==> src/sv/fit_policy_block_allocator_core_defines.svh <==
// Assertion macros shared by the allocator RTL.
`ifndef FIT_POLICY_BLOCK_ALLOCATOR_CORE_DEFINES_SVH
`define FIT_POLICY_BLOCK_ALLOCATOR_CORE_DEFINES_SVH

// The consequent must hold in the same cycle as the antecedent.
`define FPBA_ASSERT_SAME(label, ante, cons) \
    label: assert property (@(posedge clk) disable iff (!rst_n) (ante) |-> (cons)) \
        else $error("allocator check failed");

// The consequent must hold in the cycle after the antecedent.
`define FPBA_ASSERT_NEXT(label, ante, cons) \
    label: assert property (@(posedge clk) disable iff (!rst_n) (ante) |=> (cons)) \
        else $error("allocator check failed");

`endif

==> src/sv/fpba_pkg.sv <==
`default_nettype none

package fpba_pkg;

    localparam int KIND_W     = 1;
    localparam int SLOT_W     = 4;
    localparam int ID_W       = 16;
    localparam int AMOUNT_W   = 20;
    localparam int CAP_OUT_W  = 20;
    localparam int POLICY_W   = 2;
    localparam int ACTIVE_W   = 5;
    localparam int PADDR_W    = 3;
    localparam int PDATA_W    = 32;

    localparam logic [KIND_W-1:0] KIND_LOAD    = 1'b0;
    localparam logic [KIND_W-1:0] KIND_REQUEST = 1'b1;

    localparam logic [POLICY_W-1:0] POLICY_FIRST = 2'd0;
    localparam logic [POLICY_W-1:0] POLICY_BEST  = 2'd1;
    localparam logic [POLICY_W-1:0] POLICY_WORST = 2'd2;

    localparam logic REG_FIT_POLICY   = 1'b0;
    localparam logic REG_ACTIVE_BLOCKS = 1'b1;

    localparam logic [POLICY_W-1:0] FIT_POLICY_RESET   = POLICY_FIRST;
    localparam logic [ACTIVE_W-1:0] ACTIVE_BLOCKS_RESET = 5'd16;

    typedef struct packed {
        logic [KIND_W-1:0]   kind;
        logic [SLOT_W-1:0]   slot;
        logic [ID_W-1:0]     block_id;
        logic [AMOUNT_W-1:0] amount;
        logic [ID_W-1:0]     request_id;
    } req_t;

    typedef struct packed {
        logic [ID_W-1:0]      request_tag;
        logic                 granted;
        logic [ID_W-1:0]      chosen_block;
        logic [CAP_OUT_W-1:0] capacity_left;
    } rsp_t;

    typedef struct packed {
        logic clear;
        logic step;
    } unit_ctrl_t;

    typedef struct packed {
        logic we_cap;
        logic we_id;
    } mem_wr_t;

endpackage

`default_nettype wire

==> src/sv/fpba_slot_mem.sv <==
`default_nettype none

module fpba_slot_mem #(
    parameter int DEPTH = 16,
    parameter int CAP_W = 20
) (
    input  logic                        clk,
    input  fpba_pkg::mem_wr_t           wr,
    input  logic [$clog2(DEPTH)-1:0]    wr_addr,
    input  logic [CAP_W-1:0]            wr_cap,
    input  logic [fpba_pkg::ID_W-1:0]   wr_id,
    input  logic                        rd_en,
    input  logic [$clog2(DEPTH)-1:0]    rd_addr,
    output logic [CAP_W-1:0]            rd_cap,
    output logic [fpba_pkg::ID_W-1:0]   rd_id
);

    logic [CAP_W-1:0]          cap_mem [DEPTH];
    logic [fpba_pkg::ID_W-1:0] id_mem  [DEPTH];

    always_ff @(posedge clk)
    begin
        if (wr.we_cap)
        begin
            cap_mem[wr_addr] <= wr_cap;
        end
        if (wr.we_id)
        begin
            id_mem[wr_addr] <= wr_id;
        end
    end

    always_ff @(posedge clk)
    begin
        if (rd_en)
        begin
            rd_cap <= cap_mem[rd_addr];
            rd_id  <= id_mem[rd_addr];
        end
    end

endmodule

`default_nettype wire

==> src/sv/fpba_fit_unit.sv <==
`default_nettype none

module fpba_fit_unit #(
    parameter int CAP_W = 20,
    parameter int IDX_W = 4
) (
    input  logic                            clk,
    input  logic                            rst_n,
    input  fpba_pkg::unit_ctrl_t            ctrl,
    input  logic [fpba_pkg::POLICY_W-1:0]   policy,
    input  logic [CAP_W-1:0]                need,
    input  logic [CAP_W-1:0]                cap,
    input  logic [fpba_pkg::ID_W-1:0]       id,
    input  logic [IDX_W-1:0]                idx,
    output logic                            found,
    output logic [IDX_W-1:0]                best_idx,
    output logic [fpba_pkg::ID_W-1:0]       best_id,
    output logic [CAP_W-1:0]                remainder
);

    logic                      found_reg;
    logic [CAP_W-1:0]          best_cap_reg;
    logic [IDX_W-1:0]          best_idx_reg;
    logic [fpba_pkg::ID_W-1:0] best_id_reg;
    logic                      fits;
    logic                      take;

    // A strict compare keeps the earlier slot on equal capacities.
    always_comb
    begin
        fits = (cap >= need);
        take = fits && (!found_reg
            || (policy == fpba_pkg::POLICY_BEST && cap < best_cap_reg)
            || (policy == fpba_pkg::POLICY_WORST && cap > best_cap_reg));
    end

    always_ff @(posedge clk or negedge rst_n)
    begin
        if (!rst_n)
        begin
            found_reg    <= 1'b0;
            best_cap_reg <= '0;
            best_idx_reg <= '0;
            best_id_reg  <= '0;
        end
        else if (ctrl.clear)
        begin
            found_reg <= 1'b0;
        end
        else if (ctrl.step && take)
        begin
            found_reg    <= 1'b1;
            best_cap_reg <= cap;
            best_idx_reg <= idx;
            best_id_reg  <= id;
        end
    end

    assign found     = found_reg;
    assign best_idx  = best_idx_reg;
    assign best_id   = best_id_reg;
    assign remainder = best_cap_reg - need;

endmodule

`default_nettype wire

==> src/sv/fit_policy_block_allocator_core.sv <==
// Fit-policy block allocator.
// Items arrive on the req channel (valid/ready). A load beat writes a block id
// and size into a slot; loads can follow each other on consecutive cycles and
// give no response. A request beat scans slots 0 .. n-1, n being active_blocks
// capped at MAX_BLOCKS, one per cycle through a single compare unit and a
// memory with a registered read port, then writes the reduced capacity back
// when a slot fits. The response beat is registered from the finish state
// after the scan, and no new beat is accepted until the block is back in idle.
// The response sits in an output register; a stalled receiver lets the block
// keep taking loads, and a finished request waits until that register is free.
// Reset clears the control state and sets first fit with sixteen active slots.
// Slot contents are undefined after reset and must be loaded before a request
// scans them. Configuration is to be written over the APB port only while the
// block idles; the user is bound by this, and the block does not enforce it.
`default_nettype none

module fit_policy_block_allocator_core #(
    parameter int MAX_BLOCKS = 16,
    parameter int SIZE_BITS  = 20
) (
    input  logic                             clk,
    input  logic                             rst_n,
    input  logic                             req_valid,
    output logic                             req_ready,
    input  fpba_pkg::req_t                   req_data,
    output logic                             rsp_valid,
    input  logic                             rsp_ready,
    output fpba_pkg::rsp_t                   rsp_data,
    input  logic                             psel,
    input  logic                             penable,
    input  logic                             pwrite,
    input  logic [fpba_pkg::PADDR_W-1:0]     paddr,
    input  logic [fpba_pkg::PDATA_W-1:0]     pwdata,
    output logic [fpba_pkg::PDATA_W-1:0]     prdata,
    output logic                             pready
);

`include "fit_policy_block_allocator_core_defines.svh"

    localparam int IDX_W = $clog2(MAX_BLOCKS);
    localparam int CNT_W = $clog2(MAX_BLOCKS + 1);
    localparam int CMP_W = (CNT_W > fpba_pkg::ACTIVE_W) ? CNT_W : fpba_pkg::ACTIVE_W;

    typedef enum logic [1:0] {
        ST_IDLE,
        ST_SCAN,
        ST_FINISH
    } state_t;

    state_t                              state_reg,      state_next;
    logic [CNT_W-1:0]                    addr_reg,       addr_next;
    logic                                pend_reg,       pend_next;
    logic [IDX_W-1:0]                    pend_idx_reg,   pend_idx_next;
    logic [CNT_W-1:0]                    n_reg,          n_next;
    logic [SIZE_BITS-1:0]                need_reg,       need_next;
    logic [fpba_pkg::ID_W-1:0]           tag_reg,        tag_next;
    logic [fpba_pkg::POLICY_W-1:0]       run_policy_reg, run_policy_next;
    logic                                rsp_valid_reg,  rsp_valid_next;
    fpba_pkg::rsp_t                      rsp_data_reg,   rsp_data_next;
    logic [fpba_pkg::POLICY_W-1:0]       fit_policy_reg, fit_policy_next;
    logic [fpba_pkg::ACTIVE_W-1:0]       active_reg,     active_next;

    fpba_pkg::mem_wr_t                   mem_wr;
    logic [IDX_W-1:0]                    mem_wr_addr;
    logic [SIZE_BITS-1:0]                mem_wr_cap;
    logic [fpba_pkg::ID_W-1:0]           mem_wr_id;
    logic                                mem_rd_en;
    logic [SIZE_BITS-1:0]                mem_rd_cap;
    logic [fpba_pkg::ID_W-1:0]           mem_rd_id;

    fpba_pkg::unit_ctrl_t                unit_ctrl;
    logic                                unit_found;
    logic [IDX_W-1:0]                    unit_best_idx;
    logic [fpba_pkg::ID_W-1:0]           unit_best_id;
    logic [SIZE_BITS-1:0]                unit_remainder;

    logic                                req_fire;
    logic                                cfg_write;
    logic [CNT_W-1:0]                    scan_count;

    fpba_slot_mem #(
        .DEPTH (MAX_BLOCKS),
        .CAP_W (SIZE_BITS)
    ) u_slot_mem (
        .clk     (clk),
        .wr      (mem_wr),
        .wr_addr (mem_wr_addr),
        .wr_cap  (mem_wr_cap),
        .wr_id   (mem_wr_id),
        .rd_en   (mem_rd_en),
        .rd_addr (addr_reg[IDX_W-1:0]),
        .rd_cap  (mem_rd_cap),
        .rd_id   (mem_rd_id)
    );

    fpba_fit_unit #(
        .CAP_W (SIZE_BITS),
        .IDX_W (IDX_W)
    ) u_fit_unit (
        .clk       (clk),
        .rst_n     (rst_n),
        .ctrl      (unit_ctrl),
        .policy    (run_policy_reg),
        .need      (need_reg),
        .cap       (mem_rd_cap),
        .id        (mem_rd_id),
        .idx       (pend_idx_reg),
        .found     (unit_found),
        .best_idx  (unit_best_idx),
        .best_id   (unit_best_id),
        .remainder (unit_remainder)
    );

    assign req_ready = (state_reg == ST_IDLE);
    assign req_fire  = req_valid && req_ready;
    assign cfg_write = psel && penable && pwrite && pready;
    assign pready    = 1'b1;
    assign rsp_valid = rsp_valid_reg;
    assign rsp_data  = rsp_data_reg;

    always_comb
    begin
        if (CMP_W'(active_reg) > CMP_W'(MAX_BLOCKS))
        begin
            scan_count = CNT_W'(MAX_BLOCKS);
        end
        else
        begin
            scan_count = CNT_W'(active_reg);
        end
    end

    always_comb
    begin
        unique case (paddr[2])
            fpba_pkg::REG_FIT_POLICY:    prdata = fpba_pkg::PDATA_W'(fit_policy_reg);
            fpba_pkg::REG_ACTIVE_BLOCKS: prdata = fpba_pkg::PDATA_W'(active_reg);
            default:                     prdata = '0;
        endcase
    end

    always_comb
    begin
        state_next      = state_reg;
        addr_next       = addr_reg;
        pend_next       = 1'b0;
        pend_idx_next   = pend_idx_reg;
        n_next          = n_reg;
        need_next       = need_reg;
        tag_next        = tag_reg;
        run_policy_next = run_policy_reg;
        rsp_valid_next  = rsp_valid_reg && !rsp_ready;
        rsp_data_next   = rsp_data_reg;
        fit_policy_next = fit_policy_reg;
        active_next     = active_reg;
        mem_wr          = '0;
        mem_wr_addr     = IDX_W'(req_data.slot);
        mem_wr_cap      = SIZE_BITS'(req_data.amount);
        mem_wr_id       = req_data.block_id;
        mem_rd_en       = 1'b0;
        unit_ctrl       = '0;

        if (cfg_write)
        begin
            unique case (paddr[2])
                fpba_pkg::REG_FIT_POLICY:
                    fit_policy_next = pwdata[fpba_pkg::POLICY_W-1:0];
                fpba_pkg::REG_ACTIVE_BLOCKS:
                    active_next = pwdata[fpba_pkg::ACTIVE_W-1:0];
                default:
                    active_next = active_reg;
            endcase
        end

        unique case (state_reg)
            ST_IDLE:
            begin
                if (req_fire)
                begin
                    if (req_data.kind == fpba_pkg::KIND_REQUEST)
                    begin
                        state_next      = ST_SCAN;
                        addr_next       = '0;
                        n_next          = scan_count;
                        need_next       = SIZE_BITS'(req_data.amount);
                        tag_next        = req_data.request_id;
                        run_policy_next = fit_policy_reg;
                        unit_ctrl.clear = 1'b1;
                    end
                    else if (int'(req_data.slot) < MAX_BLOCKS)
                    begin
                        mem_wr.we_cap = 1'b1;
                        mem_wr.we_id  = 1'b1;
                    end
                end
            end
            ST_SCAN:
            begin
                unit_ctrl.step = pend_reg;
                mem_rd_en      = (addr_reg != n_reg);
                if (mem_rd_en)
                begin
                    addr_next     = addr_reg + 1'b1;
                    pend_next     = 1'b1;
                    pend_idx_next = addr_reg[IDX_W-1:0];
                end
                else
                begin
                    state_next = ST_FINISH;
                end
            end
            ST_FINISH:
            begin
                if (!rsp_valid_reg || rsp_ready)
                begin
                    state_next                  = ST_IDLE;
                    rsp_valid_next              = 1'b1;
                    rsp_data_next.request_tag   = tag_reg;
                    rsp_data_next.granted       = unit_found;
                    rsp_data_next.chosen_block  = '0;
                    rsp_data_next.capacity_left = '0;
                    if (unit_found)
                    begin
                        rsp_data_next.chosen_block  = unit_best_id;
                        rsp_data_next.capacity_left =
                            fpba_pkg::CAP_OUT_W'(unit_remainder);
                        mem_wr.we_cap = 1'b1;
                        mem_wr_addr   = unit_best_idx;
                        mem_wr_cap    = unit_remainder;
                    end
                end
            end
            default:
            begin
                state_next = ST_IDLE;
            end
        endcase
    end

    always_ff @(posedge clk or negedge rst_n)
    begin
        if (!rst_n)
        begin
            state_reg      <= ST_IDLE;
            addr_reg       <= '0;
            pend_reg       <= 1'b0;
            pend_idx_reg   <= '0;
            n_reg          <= '0;
            need_reg       <= '0;
            tag_reg        <= '0;
            run_policy_reg <= fpba_pkg::POLICY_FIRST;
            rsp_valid_reg  <= 1'b0;
            rsp_data_reg   <= '0;
            fit_policy_reg <= fpba_pkg::FIT_POLICY_RESET;
            active_reg     <= fpba_pkg::ACTIVE_BLOCKS_RESET;
        end
        else
        begin
            state_reg      <= state_next;
            addr_reg       <= addr_next;
            pend_reg       <= pend_next;
            pend_idx_reg   <= pend_idx_next;
            n_reg          <= n_next;
            need_reg       <= need_next;
            tag_reg        <= tag_next;
            run_policy_reg <= run_policy_next;
            rsp_valid_reg  <= rsp_valid_next;
            rsp_data_reg   <= rsp_data_next;
            fit_policy_reg <= fit_policy_next;
            active_reg     <= active_next;
        end
    end

    `FPBA_ASSERT_NEXT(a_request_blocks_input,
        req_valid && req_ready && req_data.kind == fpba_pkg::KIND_REQUEST,
        !req_ready)
    `FPBA_ASSERT_SAME(a_pick_within_scan, unit_found,
        CNT_W'(unit_best_idx) < n_reg)
    `FPBA_ASSERT_SAME(a_response_from_finish, $rose(rsp_valid),
        $past(state_reg == ST_FINISH))

endmodule

`default_nettype wire

==> config.mk <==
export PLATFORM = sky130hd
export DESIGN_NAME = fit_policy_block_allocator_core
export DESIGN_NICKNAME = d
export VERILOG_FILES = /design/src/sv/fpba_pkg.sv /design/src/sv/fpba_slot_mem.sv /design/src/sv/fpba_fit_unit.sv /design/src/sv/fit_policy_block_allocator_core.sv
export VERILOG_INCLUDE_DIRS = /design/src /design/src/sv
export SDC_FILE = /design/constraint.sdc
export NUM_CORES = 1
export LEC_CHECK = 0
export ABC_AREA = 1
export BUFFER_PORTS_ARGS = -buffer_cell sky130_fd_sc_hd__buf_4
export CAP_MARGIN = 10
export CELL_PAD_IN_SITES_DETAIL_PLACEMENT = 0
export CELL_PAD_IN_SITES_GLOBAL_PLACEMENT = 1
export CORE_MARGIN = 5
export CORE_UTILIZATION = 42
export CTS_CLUSTER_SIZE = 8
export DETAILED_ROUTE_END_ITERATION = 16
export PLACE_DENSITY_LB_ADDON = 0.1
export SLEW_MARGIN = 10
export SYNTH_ARGS = -nofsm -noshare
export SYNTH_HDL_FRONTEND = slang
export SYNTH_SLANG_ARGS = --single-unit
==> constraint.sdc <==
create_clock -name clk -period 3.3 [get_ports clk]
set_input_delay 0.165 -clock clk [delete_from_list [all_inputs] [get_ports clk]]
set_output_delay 0.165 -clock clk [all_outputs]
set_load 0.005 [all_outputs]
; Yosys cells after proc, flatten, opt, wreduce, memory -nomap -nowiden
; Memory sizes are Yosys's and may differ from the RTL's. A register that Yosys moved wholly into a read port is not among the register bits.
; Cells that the tools add are included.
[word_totals]
reg_bits = 157
ramBits = 576
input_bits = 99
out_inout_bits = 88
elab_cells = 103
mem_count = 2
[op_classes]
addsub = 2
n_lt_le_gt_ge = 4
eq_ne = 10
mux = 39
bitwise = 2
n_reduce_logical = 25
[memory_table]
columns = memory, depth, width, rd, rd_clocked_by_memory_dff, wr, line
row1 = u_slot_mem.cap_mem, 16, 20, 1, 1, 1, fpba_slot_mem.sv:18  ; logic [CAP_W-1:0] cap_mem [DEPTH];
row2 = u_slot_mem.id_mem, 16, 16, 1, 1, 1, fpba_slot_mem.sv:19  ; logic [fpba_pkg::ID_W-1:0] id_mem [DEPTH];
[op_table]
columns = operator, count
row1 = case mux 32 bit (2 select lines), 1
row2 = 2-to-1 mux 20 bit, 3
row3 = 2-to-1 mux 36 bit, 1
row4 = greater-or-equal comparator 20 bit, 1
row5 = > comparator 20 bit, 1
row6 = less-than comparator 20 bit, 1
row7 = 2-to-1 mux 5 bit, 4
row8 = subtractor 20 bit, 1
row9 = 2-to-1 mux 1 bit, 18
row10 = 2-to-1 mux 2 bit, 6
row11 = 2-to-1 mux 4 bit, 3
row12 = case mux 5 bit (2 select lines), 1
row13 = AND reduction 2 bit, 5
row14 = logical AND 1 bit, 8
row15 = AND reduction 4 bit, 2
row16 = "!= test 2 bit, second input constant", 3
row17 = case mux 2 bit (3 select lines), 1
row18 = "adder 5 x 1 -> 5 bit, second input constant", 1
row19 = "> comparator 5 bit, second input constant", 1
row20 = != test 5 bit, 1
row21 = "equality test 2 x 1 -> 1 bit, second input constant", 2
row22 = "equality test 2 bit, second input constant", 2
row23 = "!= test 2 x 1 -> 1 bit, second input constant", 2
row24 = nonzero test 2 bit, 2
row25 = 6 further kinds, 11

; Longest topological paths before layout
[logic_depth]
ltp_word = 8
mapped_depth = 16
mapped_depth_nobuf = 15

; Cells and area by module
; Synthesis repeated with hierarchy kept, for this count alone.
[hier_totals]
cells_unflattened = 3516
area_unflattened_um2 = 34908.5
[modules_own_cells]
columns = module, n_inst, cells_each, area_each_um2, seq_area_each_um2
row1 = fpba_slot_mem, 1, 2413, 25907.3, 18377.6
row2 = fit_policy_block_allocator_core, 1, 578, 5210.0, 2904.0
row3 = fpba_fit_unit, 1, 525, 3791.1, 1026.0

; Worst setup path before layout
; No wires, ideal clock.
[synth_path]
path_type = register -> register
startpoint = reg state_reg[1]
endpoint = mem u_slot_mem.cap_mem[12][0] (enable)
setup_time_ps = 397
arrival_ps = 2303
required_ps = 2903
slack_ps = 601
stages_incl_launch_ff = 14
path_buffers = 1
synth_period_minus_slack_ps = 2699
cell_sequence = dfrtp_1 -> inv_2 -> nor2_2 -> inv_2 -> nor2_4 -> nand2_4 -> inv_2 -> buf_6 -> or2_4 -> o21ai_4 -> inv_4 -> nor2_8 -> nand2_2 -> nor2_1
[synth_via]
elab_chain_len = 6
elab_cells_between_ends = 8
classes_between = eq/ne (1) / mux (5) / reduce/logical (2)
[synth_rtl]
columns = element, line
row1 = from (decl), fit_policy_block_allocator_core.sv:50  ; state_t state_reg, state_next;
row2 = from (signal assigned), fit_policy_block_allocator_core.sv:259  ; state_reg <= state_next;
row3 = logical NOT 2 bit, "fit_policy_block_allocator_core.sv:114, fit_policy_block_allocator_core.sv:175"
row4 = logical AND 1 bit, fit_policy_block_allocator_core.sv:115  ; assign req_fire = req_valid && req_ready;
row5 = 2-to-1 mux 2 bit, fit_policy_block_allocator_core.sv:178  ; if (req_fire)
row6 = case mux 1 bit (2 select lines), fit_policy_block_allocator_core.sv:175  ; unique case (state_reg)
row7 = 2-to-1 mux 1 bit, fpba_slot_mem.sv:23  ; if (wr.we_cap)
row8 = 2-to-1 mux 1 bit (not written as such), fpba_slot_mem.sv:25  ; cap_mem[wr_addr] <= wr_cap;
row9 = to (decl), fpba_slot_mem.sv:18
; Parallel ways exist; a longest one is shown, timed or not.

; Final worst setup path
[layout_path]
startpoint = reg u_fit_unit.best_cap_reg[0]
endpoint = mem u_slot_mem.cap_mem[7][12], data pin
[layout_via]
elab_chain_len = 4
[layout_rtl]
columns = element, line
row1 = from (decl), fpba_fit_unit.sv:22  ; logic [CAP_W-1:0] best_cap_reg;
row2 = from (signal assigned), fpba_fit_unit.sv:53  ; best_cap_reg <= cap;
row3 = subtractor 20 bit, fpba_fit_unit.sv:62  ; assign remainder = best_cap_reg - need;
row4 = 2-to-1 mux 20 bit, fit_policy_block_allocator_core.sv:222  ; if (unit_found)
row5 = 2-to-1 mux 20 bit, fit_policy_block_allocator_core.sv:214  ; if (!rsp_valid_reg || rsp_ready)
row6 = 2-to-1 mux 20 bit, fit_policy_block_allocator_core.sv:175
row7 = named net mem_wr_cap[12], fit_policy_block_allocator_core.sv:65  ; logic [SIZE_BITS-1:0] mem_wr_cap;
; The timed path passes the listed nets, and every way through them passes these cells.

==> impl_metrics.yaml <==
synth:
  synth_cell_types: 46
  synth_top_family_by_area: "simple AND/OR/NAND/NOR gates"
  ys.flop_type: "edfxtp_1"
  synth_edf_count: 612
  synth-simple-area-share_pct: 12.6
  yosys.area_share.xor_xnor_pct: 0.246
  synth_mux_area_share_pct: 0.0703
  async_reset_ff_share_pct: 20.4
  syn_inst: 2751
  yosys_warnings: 0
  synth_seq_cells: 769
  ys_seq_area_share_pct: 69.6
  synth_area_per_cell_um2: 11.7
  synth_compound_area_share_pct: 11.1
  syn_area_um2: 32000
  synthAdderAreaFrac_pct: 2.40
global_routing:
  gr-usage-all-layers_pct: 20.5
  grt-ovfl-total: 0
  grt_pass1_vias: 21400
  grt_pass1_wl_mm: 130
  grt_max_degree: 135
  antenna_found_initial: 1
cts:
  clk_path_buf_depth: 3
  cts_resized: 0
  clock_latency_ns: 0.66
  tritoncts: "done"
  cts_htree_levels: 3
  ctsHoldBuffers: 62
  clkTransAtPathRegs_ns: 0.05
  root_buffer: "clkbuf_16"
  numCtsBuffers: 106
  cts_sinks: 769
  cts_setup_buffers: 0
finish:
  layout_common_cells: "edfxtp_1, nand2_1, o21ai_0, nor2_1, buf_4"
  largest_register_ffs: 320
  fin_area_um2: 37900
  areaGrowthSynthToFinish_pct: 18.1
  layout-drive-gt1-share_pct: 12.9
  antenna-diode-count: 0
  layout_commonest_cell: "edfxtp_1"
  layout.nets: 3128
  n_fill_cell: 6712
timing:
  max_freq_mhz: 351
  worst_slew_pin_slew_ns: 0.946
  period_needed_ns: 2.85
  maxSlewViolCount: 0
  rsz0062_at_grt: "false"
  fin_worst_skew_ns: 0.0244
  setup_tns_ns: 0
  setup_viol: 0
  finalCritPeriodShare_pct: 86.4
  relSlewSlack_pct: 36.9
  hold_viol_final: 0
setup_path:
  slowest_delay_ns: 0.46
  crit_chain: "inv_1, ha_1, inv_1, fa_1, nand3_1, nand3_1, nand2_1, nand2_1, nand2_1, nand2_1, o21ai_0, nand2_1"
  rr_worst_depth: 12
  worst_path_max_delay_cell: "fa_1"
  end_kind: "flip-flop"
  worstPathRequired_ns: 3.53
  crit_top_cell: "nand2_1"
  worst-path-stages: 12
  cp.buffers_inverters: 2
  crit_fanout: 16
  worst_ep_arrival_time_ns: 3.08
  critPathTopFamily: "simple AND/OR/NAND/NOR gates"
  start_kind: "flip-flop"
  crit_type: "reg2reg"
route:
  vias: 21600
  routed_wl_mm: 85.8
  route.detailed.drc: 0
  wl_per_cell_um: 21.5
  vias_per_cell: 5.43
  dr.pass1.iters: 5
  detail_route.iter0.violations: 1683
  final_antenna_net_count: 0
floorplanning:
  dieArea_um2: 81900
  rows: 101
  die_h_um: 286
  initial_utilization_pct: 42.3
  dieWidth_um: 286
  pin_count: 187
  core_um2: 75800
placement:
  place_area_um2: 34300
  port_buffers: 129
  dpl.hpwl_mm: 50.7
  place.gp.congestion: 0.851
power:
  p_clk_share_pct: 29.3
  ir_drop_uv: 430
  p_sw_share_pct: 35.8
  p_leak_nw: 14.4
  combPwrFrac_pct: 32.1
  p_int_mw: 21.4
  power_density_nw_per_um2: 879
  power.switching_mw: 11.9
  sequentialPowerShare_pct: 38.6
status:
  status: "finished, final reports clean"
hold_path:
  hold_path.class: "in2async"
job:
  cap_violations: 0
-- power groups by stage --
stage | registers [mW] | clock network, mW | logic, mW
floorplan | 12.7 | 0 | 6.78
global placement | 13.0 | 0 | 10.5
detailed placement | 13.0 | 0 | 10.7
CTS | 12.9 | 9.98 | 10.8
global route | 13.0 | 10.4 | 12.1
finish | 12.9 | 9.73 | 10.7
-- final cells by class --
class                   count  area, um2  area share, %
clock buffers             142       2810           7.42
repair buffers            263       2270           6.00
clock inverters             7        121          0.321
flip-flops and latches    769      22300           58.9
well taps                 978       1220           3.23
multi-input cells        1705       8640           22.8
inverters                 123        473           1.25
-- synth_stat cells (2+ instances only) --
cell,number,share of area (%)
buf_2,23,0.36
a21oi_1,46,0.72
nand3b_1,3,0.070
clkbuf_1,117,1.4
inv_2,5,0.059
nand2_1,459,5.4
ha_1,60,2.3
a22o_1,17,0.46
dfrtp_1,156,12
o21ai_0,372,5.8
o221ai_1,56,1.5
o21bai_1,3,0.070
nor2_1,370,4.3
nor2_2,5,0.098
o211ai_1,16,0.37
buf_1,10,0.12
nor3_1,4,0.062
and3_1,2,0.039
nor2_4,5,0.18
a21o_1,5,0.12
inv_1,115,1.3
buf_4,29,0.68
o22ai_1,89,1.7
xnor2_1,3,0.082
o21ai_4,2,0.10
conb_1,2,0.023
o21ai_2,2,0.055
nand3_1,125,2.0
or2_1,3,0.059
xor2_1,6,0.16
nand2_2,5,0.098
inv_4,2,0.039
edfxtp_1,612,57
nand4_1,9,0.18
mux2_2,2,0.070
-- kinds of logic (layout without fill, tap and decap cells) --
logic type               after synthesis  in the layout
other                                  2             28
XOR/XNOR                               9              9
flip-flops                           769            769
multiplexers                           2              2
AO/OA/AOI/OAI                        611            611
AND/OR/NAND/NOR                      994            994
buffers and inverters                303            535
adder cells (fa/ha/maj)               61             61
-- worst paths after layout --
path	endpoint	slack [ns]	startpoint
max	u_slot_mem.cap_mem[7][12]	0.45	u_fit_unit.best_cap_reg[0]
min	need_reg[16]	0.05	rst_n
max reg2reg	u_slot_mem.cap_mem[7][12]	0.45	u_fit_unit.best_cap_reg[0]
min reg2reg	tag_reg[14]	0.47	tag_reg[14]
max in group asynchronous	active_reg[4]	2.38	rst_n
min in group clk	fit_policy_reg[1]	0.05	psel
-- metrics by stage --
step / utilization [%] / total power, mW / hold WS [ns] / setup slack, ns / std cells
after CTS: 49.9 / 33.6 / 0.0196 / 0.410 / 3987
after floorplan: - / 19.5 / -0.131 / 0.601 / 2777
after detailed placement: 45.2 / 23.7 / 0.166 / 0.451 / 3776
after global placement: 45.2 / 23.5 / 0.171 / 0.514 / 3776
after global routing: 49.9 / 35.5 / 0.0642 / 0.125 / 3987
final: 49.9 / 33.3 / 0.0464 / 0.450 / 3987
-- metal layers --
metal / part of all wire, % / global-route usage (%) / up-vias / routed length, um
li1: - / - / 10100 / -
met1: 45 / 29.1 / 10800 / 38900
met2: 46 / 33.2 / 605 / 39900
met3: 6.6 / 3.87 / 100 / 5700
met4: 1.5 / 4.69 / 2 / 1300
met5: 0.015 / 0 / - / 13
No activity file was read; power rests on OpenSTA's default activity.
